## config.mk

```make
export PLATFORM = sky130hd
export DESIGN_NAME = priority_ordered_task_queue
export DESIGN_NICKNAME = d
export VERILOG_FILES = /design/src/rtl/potq_pkg.sv /design/src/rtl/priority_ordered_task_queue.sv
export VERILOG_INCLUDE_DIRS = /design/src /design/src/rtl
export SDC_FILE = /design/constraint.sdc
export NUM_CORES = 1
export LEC_CHECK = 0
export ABC_AREA = 0
export BUFFER_PORTS_ARGS = -buffer_cell sky130_fd_sc_hd__buf_2
export CELL_PAD_IN_SITES_DETAIL_PLACEMENT = 1
export CELL_PAD_IN_SITES_GLOBAL_PLACEMENT = 1
export CORE_MARGIN = 4
export CORE_UTILIZATION = 38
export CTS_BUF_LIST = sky130_fd_sc_hd__clkbuf_4
export CTS_CLUSTER_DIAMETER = 100
export DETAILED_ROUTE_END_ITERATION = 8
export GPL_TIMING_DRIVEN = 0
export PLACE_DENSITY_LB_ADDON = 0.1
export SYNTH_ARGS = -nofsm -noshare
export SYNTH_HDL_FRONTEND = slang
export SYNTH_SLANG_ARGS = --single-unit
```

## constraint.sdc

```tcl
create_clock -name clk -period 7.65 [get_ports clk]
set_clock_uncertainty 0.2 [all_clocks]
set_input_delay 0.3825 -clock clk [delete_from_list [all_inputs] [get_ports clk]]
set_output_delay 0.3825 -clock clk [all_outputs]
set_load 0.005 [all_outputs]
```

## src/rtl/assert_macros.svh

```systemverilog
// ---------------------------------------------------------------------------
// Assertion macros
// Concurrent checks sampled on clk, held off while rst_n is low.
// ---------------------------------------------------------------------------
`ifndef ASSERT_MACROS_SVH
`define ASSERT_MACROS_SVH

`ifndef SYNTHESIS

// expr holds at every sampled edge
`define ASSERT_ALWAYS(label, expr, msg) \
  label: assert property (@(posedge clk) disable iff (!rst_n) (expr)) else $error(msg);

// pre at an edge implies post at the same edge
`define ASSERT_IMPL(label, pre, post, msg) \
  label: assert property (@(posedge clk) disable iff (!rst_n) (pre) |-> (post)) else $error(msg);

// pre at an edge implies post at the next edge
`define ASSERT_NEXT(label, pre, post, msg) \
  label: assert property (@(posedge clk) disable iff (!rst_n) (pre) |=> (post)) else $error(msg);

`else

`define ASSERT_ALWAYS(label, expr, msg)
`define ASSERT_IMPL(label, pre, post, msg)
`define ASSERT_NEXT(label, pre, post, msg)

`endif

`endif

```

## src/rtl/potq_pkg.sv

```systemverilog
// ---------------------------------------------------------------------------
// potq_pkg
// Request modes, status codes and default sizes of the task queue.
// ---------------------------------------------------------------------------
`default_nettype none

package potq_pkg;

  localparam int DEPTH_DEF     = 16;
  localparam int ID_BITS_DEF   = 8;
  localparam int PRIO_BITS_DEF = 8;
  localparam int CNT_OUT_W     = 5;

  localparam logic [2:0] MODE_APPEND = 3'd0;
  localparam logic [2:0] MODE_PRIO   = 3'd1;
  localparam logic [2:0] MODE_FRONT  = 3'd2;
  localparam logic [2:0] MODE_REMOVE = 3'd3;
  localparam logic [2:0] MODE_POP    = 3'd4;

  localparam logic [1:0] ST_OK        = 2'd0;
  localparam logic [1:0] ST_EMPTY     = 2'd1;
  localparam logic [1:0] ST_NOT_FOUND = 2'd2;
  localparam logic [1:0] ST_FULL      = 2'd3;

  typedef enum logic [6:0] {
    S_IDLE    = 7'b0000001,
    S_SEEK    = 7'b0000010,
    S_TEST    = 7'b0000100,
    S_MOVE_RD = 7'b0001000,
    S_MOVE_WR = 7'b0010000,
    S_PUT     = 7'b0100000,
    S_FIN     = 7'b1000000
  } potq_state_t;

endpackage

`default_nettype wire

```

## src/rtl/priority_ordered_task_queue.sv

```systemverilog
// ---------------------------------------------------------------------------
// priority_ordered_task_queue
// Ordered list of task entries in a RAM with one read and one write port, walked by a sequencer.
// ---------------------------------------------------------------------------
//  channel | dir | handshake          | payload
//  in_     | in  | in_tvalid/tready   | tuser: mode; tdata: task_id, task_priority
//  out_    | out | out_tvalid/tready  | tuser: status; tdata: id, priority, count
//
//  Search visits each entry in S_SEEK then S_TEST, and a shift moves each
//  entry in S_MOVE_RD then S_MOVE_WR, as the RAM read is registered;
//  insert by priority is the longest request.
//  in_tready is high only while the sequencer is idle; a finished result waits
//  in the output register, and the sequencer stalls in its last state only
//  while an earlier result still waits there.
//  Reset empties the list at once; RAM contents are left as they are.
// ---------------------------------------------------------------------------
`default_nettype none

module priority_ordered_task_queue
  import potq_pkg::*;
#(
  parameter int DEPTH     = DEPTH_DEF,
  parameter int ID_BITS   = ID_BITS_DEF,
  parameter int PRIO_BITS = PRIO_BITS_DEF,
  localparam int IN_W     = ID_BITS + PRIO_BITS,
  localparam int IN_TW    = ((IN_W + 7) / 8) * 8,
  localparam int OUT_W    = ID_BITS + PRIO_BITS + CNT_OUT_W,
  localparam int OUT_TW   = ((OUT_W + 7) / 8) * 8
) (
  input  wire logic              clk,
  input  wire logic              rst_n,
  input  wire logic              in_tvalid,
  output logic                   in_tready,
  input  wire logic [IN_TW-1:0]  in_tdata,   // task_id, task_priority
  input  wire logic [2:0]        in_tuser,   // mode
  output logic                   out_tvalid,
  input  wire logic              out_tready,
  output logic [OUT_TW-1:0]      out_tdata,  // out_task_id, out_priority, entry_count
  output logic [1:0]             out_tuser   // status
);

  localparam int IDX_W = (DEPTH > 1) ? $clog2(DEPTH) : 1;
  localparam int CNT_W = $clog2(DEPTH + 1);

  // entry RAM: id in the low bits, priority above
  logic [IN_W-1:0] mem [DEPTH];
  logic [IN_W-1:0] rd_r;
  logic [IDX_W-1:0] ra_c, wa_c;
  logic            we_c;
  logic [IN_W-1:0] wd_c;

  potq_state_t state_r, state_nxt;
  logic [2:0]           mode_r, mode_nxt;
  logic [ID_BITS-1:0]   id_r, id_nxt;
  logic [PRIO_BITS-1:0] prio_r, prio_nxt;
  logic [CNT_W-1:0]     pos_r, pos_nxt;
  logic [CNT_W-1:0]     walk_r, walk_nxt;
  logic                 ins_r, ins_nxt;
  logic [CNT_W-1:0]     cnt_r, cnt_nxt;
  logic [1:0]           stat_r, stat_nxt;
  logic [ID_BITS-1:0]   rid_r, rid_nxt;
  logic [PRIO_BITS-1:0] rprio_r, rprio_nxt;

  logic                 ov_r, ov_nxt;
  logic [1:0]           o_stat_r, o_stat_nxt;
  logic [ID_BITS-1:0]   o_id_r, o_id_nxt;
  logic [PRIO_BITS-1:0] o_prio_r, o_prio_nxt;
  logic [CNT_W-1:0]     o_cnt_r, o_cnt_nxt;

  logic [ID_BITS-1:0]   in_id;
  logic [PRIO_BITS-1:0] in_prio;
  logic [ID_BITS-1:0]   slot_id;
  logic [PRIO_BITS-1:0] slot_prio;
  logic                 full, hit;
  logic [CNT_W-1:0]     walk_dn, walk_up;
  logic [CNT_W:0]       walk_up_w;
  logic [CNT_W+CNT_OUT_W-1:0] cnt_ext;
  logic [OUT_W-1:0]     out_pack;

  assign in_id     = in_tdata[ID_BITS-1:0];
  assign in_prio   = in_tdata[IN_W-1:ID_BITS];
  assign slot_id   = rd_r[ID_BITS-1:0];
  assign slot_prio = rd_r[IN_W-1:ID_BITS];
  assign full      = (cnt_r == CNT_W'(DEPTH));
  assign walk_dn   = walk_r - 1'b1;
  assign walk_up   = walk_r + 1'b1;
  assign walk_up_w = {1'b0, walk_r} + 1'b1;

  // shared compare unit
  always_comb begin
    case (mode_r)
      MODE_PRIO:   hit = (prio_r < slot_prio) || ((pos_r == '0) && (prio_r == slot_prio));
      MODE_REMOVE: hit = (id_r == slot_id);
      MODE_POP:    hit = 1'b1;
      default:     hit = 1'b0;
    endcase
  end

  // RAM port selects
  always_comb begin
    ra_c = pos_r[IDX_W-1:0];
    if (state_r == S_MOVE_RD) begin
      ra_c = ins_r ? walk_dn[IDX_W-1:0] : walk_up[IDX_W-1:0];
    end
    we_c = (state_r == S_MOVE_WR) || (state_r == S_PUT);
    wa_c = (state_r == S_PUT) ? pos_r[IDX_W-1:0] : walk_r[IDX_W-1:0];
    wd_c = (state_r == S_PUT) ? {prio_r, id_r} : rd_r;
  end

  always_ff @(posedge clk) begin
    if (we_c) begin
      mem[wa_c] <= wd_c;
    end
    rd_r <= mem[ra_c];
  end

  // sequencer
  always_comb begin
    state_nxt  = state_r;
    mode_nxt   = mode_r;
    id_nxt     = id_r;
    prio_nxt   = prio_r;
    pos_nxt    = pos_r;
    walk_nxt   = walk_r;
    ins_nxt    = ins_r;
    cnt_nxt    = cnt_r;
    stat_nxt   = stat_r;
    rid_nxt    = rid_r;
    rprio_nxt  = rprio_r;
    ov_nxt     = ov_r && !out_tready;
    o_stat_nxt = o_stat_r;
    o_id_nxt   = o_id_r;
    o_prio_nxt = o_prio_r;
    o_cnt_nxt  = o_cnt_r;

    unique case (state_r)
      S_IDLE: begin
        if (in_tvalid) begin
          mode_nxt  = in_tuser;
          id_nxt    = in_id;
          prio_nxt  = in_prio;
          stat_nxt  = ST_OK;
          rid_nxt   = '0;
          rprio_nxt = '0;
          pos_nxt   = '0;
          walk_nxt  = cnt_r;
          ins_nxt   = 1'b1;
          unique case (in_tuser)
            MODE_APPEND: begin
              if (full) begin
                stat_nxt  = ST_FULL;
                state_nxt = S_FIN;
              end else begin
                pos_nxt   = cnt_r;
                state_nxt = S_PUT;
              end
            end
            MODE_PRIO: begin
              if (full) begin
                stat_nxt  = ST_FULL;
                state_nxt = S_FIN;
              end else begin
                state_nxt = S_SEEK;
              end
            end
            MODE_FRONT: begin
              if (full) begin
                stat_nxt  = ST_FULL;
                state_nxt = S_FIN;
              end else begin
                state_nxt = S_MOVE_RD;
              end
            end
            MODE_REMOVE: state_nxt = S_SEEK;
            MODE_POP: begin
              if (cnt_r == '0) begin
                stat_nxt  = ST_EMPTY;
                state_nxt = S_FIN;
              end else begin
                state_nxt = S_SEEK;
              end
            end
            default: state_nxt = S_FIN;
          endcase
        end
      end
      S_SEEK: begin
        // walked off the end: append for inserts, miss for removes
        if (pos_r == cnt_r) begin
          if (mode_r == MODE_REMOVE) begin
            stat_nxt  = ST_NOT_FOUND;
            state_nxt = S_FIN;
          end else begin
            state_nxt = S_PUT;
          end
        end else begin
          state_nxt = S_TEST;
        end
      end
      S_TEST: begin
        if (!hit) begin
          pos_nxt   = pos_r + 1'b1;
          state_nxt = S_SEEK;
        end else if (mode_r == MODE_PRIO) begin
          walk_nxt  = cnt_r;
          ins_nxt   = 1'b1;
          state_nxt = S_MOVE_RD;
        end else begin
          rid_nxt   = slot_id;
          rprio_nxt = slot_prio;
          walk_nxt  = pos_r;
          ins_nxt   = 1'b0;
          state_nxt = S_MOVE_RD;
        end
      end
      S_MOVE_RD: begin
        if (ins_r) begin
          if (walk_r == pos_r) begin
            state_nxt = S_PUT;
          end else begin
            state_nxt = S_MOVE_WR;
          end
        end else if (walk_up_w >= {1'b0, cnt_r}) begin
          // gap closed at the tail: drop one entry
          cnt_nxt   = cnt_r - 1'b1;
          state_nxt = S_FIN;
        end else begin
          state_nxt = S_MOVE_WR;
        end
      end
      S_MOVE_WR: begin
        walk_nxt  = ins_r ? walk_dn : walk_up;
        state_nxt = S_MOVE_RD;
      end
      S_PUT: begin
        cnt_nxt   = cnt_r + 1'b1;
        state_nxt = S_FIN;
      end
      S_FIN: begin
        if (!ov_r || out_tready) begin
          ov_nxt     = 1'b1;
          o_stat_nxt = stat_r;
          o_id_nxt   = rid_r;
          o_prio_nxt = rprio_r;
          o_cnt_nxt  = cnt_r;
          state_nxt  = S_IDLE;
        end
      end
      default: state_nxt = S_IDLE;
    endcase
  end

  always_ff @(posedge clk) begin
    if (!rst_n) begin
      state_r <= S_IDLE;
      cnt_r   <= '0;
      ov_r    <= 1'b0;
    end else begin
      state_r <= state_nxt;
      cnt_r   <= cnt_nxt;
      ov_r    <= ov_nxt;
    end
  end

  always_ff @(posedge clk) begin
    mode_r   <= mode_nxt;
    id_r     <= id_nxt;
    prio_r   <= prio_nxt;
    pos_r    <= pos_nxt;
    walk_r   <= walk_nxt;
    ins_r    <= ins_nxt;
    stat_r   <= stat_nxt;
    rid_r    <= rid_nxt;
    rprio_r  <= rprio_nxt;
    o_stat_r <= o_stat_nxt;
    o_id_r   <= o_id_nxt;
    o_prio_r <= o_prio_nxt;
    o_cnt_r  <= o_cnt_nxt;
  end

  assign cnt_ext    = (CNT_W + CNT_OUT_W)'(o_cnt_r);
  assign out_pack   = {cnt_ext[CNT_OUT_W-1:0], o_prio_r, o_id_r};
  assign in_tready  = (state_r == S_IDLE);
  assign out_tvalid = ov_r;
  assign out_tdata  = OUT_TW'(out_pack);
  assign out_tuser  = o_stat_r;

`include "assert_macros.svh"

  `ASSERT_ALWAYS(a_cnt_bound, cnt_r <= CNT_W'(DEPTH), "entry count beyond depth")
  `ASSERT_NEXT(a_put_grows, state_r == S_PUT, cnt_r == $past(cnt_r) + 1'b1, "insert did not grow list")
  `ASSERT_NEXT(a_idle_holds, state_r == S_IDLE, cnt_r == $past(cnt_r), "list size moved while idle")
  `ASSERT_IMPL(a_full_count, ov_r && (o_stat_r == ST_FULL), o_cnt_r == CNT_W'(DEPTH), "full status on list not full")

endmodule

`default_nettype wire

```

==> parameters.txt, run 1 <==
Parameter                              Value

Run status
  Outcome ... completed

Detailed routing
  Iteration-0 DRC count of the detailed router ... 1,008
  DRC ... 0
  Final ANT Viol Nets ... 0
  Sum of routed wire length over all layers ... 54.59 mm
  Drt first pass iters ... 7
  Average wire per standard cell ... 25.00 um
  Vias per inst ... 5.562
  Number of vias after detailed routing ... 12.15k

Logic synthesis
  Share of async-settable or async-resettable flops after synthesis ... 0%
  Register bit count reported by yosys ... 356
  Sequential element share of the synthesized area ... 64.25%
  Predominant post-synthesis flop cell ... sky130_fd_sc_hd__edfxtp_1
  Post-synth EDFFs ... 327
  Synthesized area ... 0.01619 mm^2
  Warnings, synthesis ... 0
  Cell count after synthesis ... 1,359
  Mean cell area of the mapped netlist ... 11.91 um^2
  Number of unique standard cell types used by synthesis ... 70

Timing
  Setup repair after global routing missed its margin ... false
  Minimum setup slack in the final design ... 2.111 ns
  Period utilisation layout ... 72.41%
  Highest attainable clock frequency ... 180.5 MHz
  Slew at the pin closest to its max-slew limit ... 1.247 ns
  Final sum of negative setup slack ... 0 ns
  Final setup vio count ... 0
  Hold Fails Final Rpt ... 0
  Rel. slew slack ... 16.60%
  Final max-slew violation count ... 0
  Minimum period implied by the final worst setup slack ... 5.539 ns

Global route
  Number of global-route vias before repair ... 12.92k
  Global-route total usage across every layer ... 23.63%
  GR Overflow Total ... 0
  Pin count of the biggest net entering global routing ... 20
  Number of antenna violations at the first check in global routing ... 9
  First-pass GRT wire length ... 81.28 mm

Critical path
  Classification of the worst setup path ... reg2reg
  Crit path DAT ... 5.99 ns
  Required time of the critical path ... 8.11 ns
  Crit path capture type ... register
  Startpoint Class ... register
  Largest fanout of any net on the critical path ... 10

Floorplan
  Floorplan Core Area ... 0.04204 mm^2
  Die Span Y ... 214.4 um
  I/O pins ... 51
  Area of the die ... 0.04596 mm^2
  Initial Utilization ... 38.50%
  FP Rows ... 75
  Horiz. Die Dim ... 214.4 um

Pwr
  Power per unit of standard cell area ... 236.8 mW/mm^2
  Worst-case vdd ir drop ... 144.6 uV
  Static leakage ... 7.053 nW

Finish
  Share of cells above drive strength 1 ... 18.96%
  Area growth from synthesis to layout ... 18.16%
  Final #Nets ... 1,607

Clock network
  Master cell of the clock root buffer ... sky130_fd_sc_hd__clkbuf_4
  Clock latency at the later pin of the worst-skew pair ... 0.83 ns
  Maximum clock path buffer count ... 3
  Sinks on the clock net ... 356
  Count of H-tree levels built during CTS ... 3
  Number of buffers inserted during clock tree synthesis ... 100
  Clock slew at the register clock pins of the worst setup and hold paths ... 0.06 ns
  CTS tree ... built
  # Post-CTS Setup Buffers ... 0

Placement
  Routability cong. ... 0.8286
  Post-place setup slack ... 2.195 ns
  Buffers added on ports ... 47
  DPL Wire Length ... 37.40 mm

Job
  Max capacitance violation total ... 0

Min path
  Worst Hold Class ... in2reg
==> cell usage in the layout (no fill, tap or decap), types with 18 or more instances in the layout <==
cell / n
sky130_fd_sc_hd__clkbuf_4: 158
sky130_fd_sc_hd__xnor2_1: 20
sky130_fd_sc_hd__dlygate4sd3_1: 31
sky130_fd_sc_hd__nor3_1: 57
sky130_fd_sc_hd__mux2i_1: 52
sky130_fd_sc_hd__nand2_1: 257
sky130_fd_sc_hd__clkbuf_1: 64
sky130_fd_sc_hd__o211a_1: 18
sky130_fd_sc_hd__nand4_1: 20
sky130_fd_sc_hd__edfxtp_1: 327
sky130_fd_sc_hd__a31oi_1: 20
sky130_fd_sc_hd__buf_2: 68
sky130_fd_sc_hd__a211oi_1: 47
sky130_fd_sc_hd__nor2_1: 24
sky130_fd_sc_hd__a21oi_1: 127
sky130_fd_sc_hd__inv_1: 27
sky130_fd_sc_hd__ha_1: 20
sky130_fd_sc_hd__nand3_1: 46
sky130_fd_sc_hd__dfxtp_1: 29
sky130_fd_sc_hd__clkinv_1: 19
==> per-layer routing <==
layer  GRT usage [%]  vias up  wire length, um
met5               0        -                0
met4           7.867        0             1588
met3           5.696      107             3429
met2           38.05      393            25490
met1           31.64     6114            24090
li1                -     5533                -
==> flip-flops by register name (all words and copies together) (netlist names) <==
| signal | count |
|---|---|
| o_cnt_r | 5 |
| rprio_r | 8 |
| cnt_r | 5 |
| id_r | 8 |
| rid_r | 8 |
| mem | 256 |
| ins_r | 1 |
| pos_r | 5 |
| mode_r | 3 |
| o_id_r | 8 |
| out_tuser | 2 |
| rd_r | 16 |
| stat_r | 2 |
| prio_r | 8 |
| state_r | 7 |
| o_prio_r | 8 |
| walk_r | 5 |
| out_tvalid | 1 |
==> final timing paths <==
| kind | startpoint | to | slack, ns | cells after the start |
|---|---|---|---|---|
| setup / recovery | walk_r[0] | rd_r[6] | 2.11 | 11 |
| hold reg to reg | rid_r[2] | o_id_r[2] | 0.21 | 0 |
| setup reg to reg | walk_r[0] | rd_r[6] | 2.11 | 11 |
| hold / removal | in_tdata[12] | prio_r[4] | 0.07 | 2 |
==> stage by stage <==
stage,cells,total power [mW],hold WS [ns],utilization [%],instance area [um^2]
after floorplan,1361,2.539,0.2003,-,16190
after global routing,2183,4.746,-0.005815,45.49,19120
final,2184,4.529,0.07269,45.49,19120
after detailed placement,1969,2.788,0.2061,41.65,17510
after CTS,2179,4.578,0.0001570,45.46,19110
after global placement,1947,2.758,0.2008,40.68,17100
==> critical path: stages, from the launching register on <==
cell                       delay, ns
sky130_fd_sc_hd__edfxtp_1       0.42
sky130_fd_sc_hd__buf_2          0.27
sky130_fd_sc_hd__inv_1          0.14
sky130_fd_sc_hd__clkbuf_1       0.80
sky130_fd_sc_hd__clkbuf_1       0.50
sky130_fd_sc_hd__ha_1           0.39
sky130_fd_sc_hd__xnor2_1        0.33
sky130_fd_sc_hd__nor2_1         0.07
sky130_fd_sc_hd__a32oi_1        0.83
sky130_fd_sc_hd__clkbuf_1       0.49
sky130_fd_sc_hd__a211oi_1       0.26
sky130_fd_sc_hd__or4_1          0.62
==> synth_stat cells, types with 20 or more instances <==
master | count | share of area (%)
sky130_fd_sc_hd__mux2i_1 | 52 | 3.2
sky130_fd_sc_hd__xnor2_1 | 20 | 1.1
sky130_fd_sc_hd__edfxtp_1 | 327 | 61
sky130_fd_sc_hd__ha_1 | 20 | 1.5
sky130_fd_sc_hd__buf_2 | 21 | 0.65
sky130_fd_sc_hd__clkbuf_1 | 64 | 1.5
sky130_fd_sc_hd__dfxtp_1 | 29 | 3.6
sky130_fd_sc_hd__a31oi_1 | 20 | 0.77
sky130_fd_sc_hd__a21oi_1 | 127 | 3.9
sky130_fd_sc_hd__nand4_1 | 20 | 0.77
sky130_fd_sc_hd__a211oi_1 | 47 | 2.2
sky130_fd_sc_hd__nand2_1 | 257 | 6.0
sky130_fd_sc_hd__nor2_1 | 40 | 0.93
sky130_fd_sc_hd__nor3_1 | 57 | 1.8
sky130_fd_sc_hd__inv_1 | 27 | 0.63
sky130_fd_sc_hd__nand3_1 | 46 | 1.4
==> cell type report <==
class                      count  area, um^2
fill                        4525       22920
clock inverter                21       106.4
timing repair buffer         100       878.3
clock buffer                 158        1186
antenna                        5       12.51
multi-input combinational    883        5353
buffer                        95       412.9
tap                          539       674.4
inverter                      27       101.3
sequential                   356       10400
==> what timing repair did <==
item | CTS | global route
resized for setup | 0 | 0
setup endpoints to repair | 0 | 0
hold buffers | 31 | 0
hold endpoints to repair | 46 | 0
==> cells by family after synthesis <==
kind of cell | after synthesis | synth area share (%)
AOI/OAI and AO/OA | 270 | 10.73
xor gates and xnor gates | 32 | 1.778
adders and majority gates | 21 | 1.670
buffers and inverters | 122 | 3.177
DFF | 356 | 64.25
muxes | 69 | 4.414
other | 1 | 0.02317
and+or+nand+nor | 488 | 13.95
==> report_power, final <==
group	switching [mW]	internal, mW
sequential	0.0244	2.22
combinational	0.373	0.149
clock	0.804	0.960
Note: power is estimated with default switching activity, not from simulation.
==> run 2, diff against run 1 <==
==> constraint.sdc (replaced) <==
create_clock -name clk -period 5.4 [get_ports clk]
set_clock_uncertainty 0.2 [all_clocks]
set_input_delay 0.27 -clock clk [delete_from_list [all_inputs] [get_ports clk]]
set_output_delay 0.27 -clock clk [all_outputs]
set_load 0.005 [all_outputs]
==> parameters.txt, run 2 (same netlist as run 1, synthesis figures left out) <==
Parameter                              Value

Finish
  Core occupancy in the finished layout ... 45.69% (was 45.49%)
  Commonest non-fill, non-tap cell in the layout ... sky130_fd_sc_hd__edfxtp_1 (unchanged)
  Non-filler instance count after layout ... 2,191 (was 2,184)
  Final #Nets ... 1,614 (was 1,607)
  Share of cells above drive strength 1 ... 18.94% (was 18.96%)
  Most frequent cells in the layout ... 327 x sky130_fd_sc_hd__edfxtp_1, 257 x sky130_fd_sc_hd__nand2_1, 158 x sky130_fd_sc_hd__clkbuf_4 (unchanged)
  Area growth from synthesis to layout ... 18.68% (was 18.16%)
  Max FFs per register ... 256 (unchanged)
  Register name with the most flops ... mem (unchanged)
  Registers with the highest flip-flop counts ... mem: 256 flops, rd_r: 16 flops (unchanged)

Timing
  Period utilisation layout ... 91.78% (was 72.41%)
  Highest attainable clock frequency ... 201.8 MHz (was 180.5 MHz)
  Final setup vio count ... 0 (unchanged)
  Hold Fails Final Rpt ... 0 (unchanged)
  Setup repair after global routing missed its margin ... false (unchanged)
  Final worst hold slack ... 0.07960 ns (was 0.07269 ns)
  Rel. slew slack ... 14.25% (was 16.60%)
  Final max-slew violation count ... 0 (unchanged)
  Slew at the pin closest to its max-slew limit ... 1.282 ns (was 1.247 ns)
  Minimum period implied by the final worst setup slack ... 4.956 ns (was 5.539 ns)

Detailed routing
  Iteration-0 DRC count of the detailed router ... 1,087 (was 1,008)
  Number of vias after detailed routing ... 12.21k (was 12.15k)
  Average wire per standard cell ... 24.95 um (was 25.00 um)
  Final ANT Viol Nets ... 0 (unchanged)
  Sum of routed wire length over all layers ... 54.67 mm (was 54.59 mm)
  Vias per inst ... 5.573 (was 5.562)
  DRC ... 0 (unchanged)
  Drt first pass iters ... 5 (was 7)

Global route
  First-pass GRT wire length ... 81.53 mm (was 81.28 mm)
  Number of antenna violations at the first check in global routing ... 9 (unchanged)
  Number of global-route vias before repair ... 12.97k (was 12.92k)
  Global-route total usage across every layer ... 23.68% (was 23.63%)
  Pin count of the biggest net entering global routing ... 20 (unchanged)
  GR Overflow Total ... 0 (unchanged)

Floorplan
  FP Rows ... 75 (unchanged)
  Floorplan Core Area ... 0.04204 mm^2 (unchanged)
  Area of the die ... 0.04596 mm^2 (unchanged)
  Horiz. Die Dim ... 214.4 um (unchanged)
  Die Span Y ... 214.4 um (unchanged)
  I/O pins ... 51 (unchanged)
  Initial Utilization ... 38.50% (unchanged)

Critical path
  Crit path DAT ... 5.42 ns (was 5.99 ns)
  Startpoint Class ... register (unchanged)
  Required time of the critical path ... 5.86 ns (was 8.11 ns)
  Classification of the worst setup path ... reg2reg (unchanged)
  Reg-to-reg slack, setup ... 0.44 ns (was 2.11 ns)
  Largest fanout of any net on the critical path ... 12 (was 10)
  Crit path capture type ... register (unchanged)

Clock network
  Count of H-tree levels built during CTS ... 3 (unchanged)
  Sinks on the clock net ... 356 (unchanged)
  Master cell of the clock root buffer ... sky130_fd_sc_hd__clkbuf_4 (unchanged)
  CTS tree ... built (unchanged)
  Maximum clock path buffer count ... 3 (unchanged)
  Clock slew at the register clock pins of the worst setup and hold paths ... 0.06 ns (about the same)
  Number of buffers inserted during clock tree synthesis ... 100 (unchanged)
  Clock latency at the later pin of the worst-skew pair ... 0.83 ns (about the same)
  # Post-CTS Setup Buffers ... 0 (unchanged)

Pwr
  Worst-case vdd ir drop ... 204.8 uV (was 144.6 uV)
  Static leakage ... 7.087 nW (was 7.053 nW)
  Power after layout ... 6.421 mW (was 4.529 mW)
  Power per unit of standard cell area ... 334.3 mW/mm^2 (was 236.8 mW/mm^2)

Placement
  Placed insts ... 1,969 (unchanged)
  Routability cong. ... 0.8286 (unchanged)
  Buffers added on ports ... 47 (unchanged)
  DPL Wire Length ... 37.40 mm (unchanged)

Min path
  Worst Hold Class ... in2reg (unchanged)

Job
  Max capacitance violation total ... 0 (unchanged)

Run status
  Outcome ... completed (unchanged)
## run 2: changes by cell type in the layout (fill, tap and decap cells not counted), sizes merged
cell / delta
clkbuf: -1
dlygate4sd3: +8
## run 2: worst paths after layout
path | start | to | cells after the start
min reg2reg | rid_r[2] | o_id_r[2] | 0
max reg2reg | walk_r[0] | rd_r[6] | 10
max | walk_r[0] | rd_r[6] | 10
min | rst_n | cnt_r[1] | 3
## run 2: metal layers
| metal | global-route usage, % | part of all wire, % | vias up |
|---|---|---|---|
| met3 | 5.555 | 7.2 | 100 |
| met5 | 0 | 0 | - |
| met1 | 31.70 | 43 | 6143 |
| met2 | 38.18 | 47 | 417 |
| met4 | 8.040 | 2.8 | 0 |
| li1 | - | - | 5550 |
## run 2: through the flow
| step | setup WS [ns] | setup TNS, ns | cell area (um^2) |
|---|---|---|---|
| after detailed placement | -0.05535 | -0.1246 | 17510 |
| final | 0.4438 | 0 | 19210 |
| after global placement | -0.4329 | -6.909 | 17100 |
| after CTS | 0.2296 | 0 | 19200 |
| after global routing | 0.2326 | 0 | 19210 |
| after floorplan | 1.980 | 0 | 16190 |
## run 2: timing repair
action | CTS | global route
hold buffers | 39 | 0
setup endpoints to repair | 4 | 4
endpoints found under the hold margin | 57 | 0
gates resized for setup | 1 | 0
## run 2: cell type report
class	instances	area [um^2]
Sequential cell	356	10400
Multi-Input combinational cell	883	5360
Antenna cell	5	12.51
Clock buffer	158	1186
Tap cell	539	674.4
Timing Repair Buffer	108	958.4
Fill cell	4528	22830
Clock inverter	21	106.4
Inverter	27	101.3
Buffer	94	409.1
## run 2: report_power, final
part	total (mW)	leakage, nW	switching [mW]	internal [mW]
logic	0.743	3.08	0.527	0.216
clock network	2.50	0.775	1.14	1.36
registers	3.18	3.23	0.0345	3.14
## run 2: critical path, cell delays in order (launching register included)
cell                       delay (ns)
sky130_fd_sc_hd__edfxtp_1        0.42
sky130_fd_sc_hd__buf_2           0.27
sky130_fd_sc_hd__inv_1           0.64
sky130_fd_sc_hd__clkbuf_1        0.48
sky130_fd_sc_hd__ha_1            0.38
sky130_fd_sc_hd__xnor2_1         0.33
sky130_fd_sc_hd__nor2_1          0.09
sky130_fd_sc_hd__a32oi_2         0.56
sky130_fd_sc_hd__clkbuf_1        0.49
sky130_fd_sc_hd__a211oi_1        0.26
sky130_fd_sc_hd__or4_1           0.62
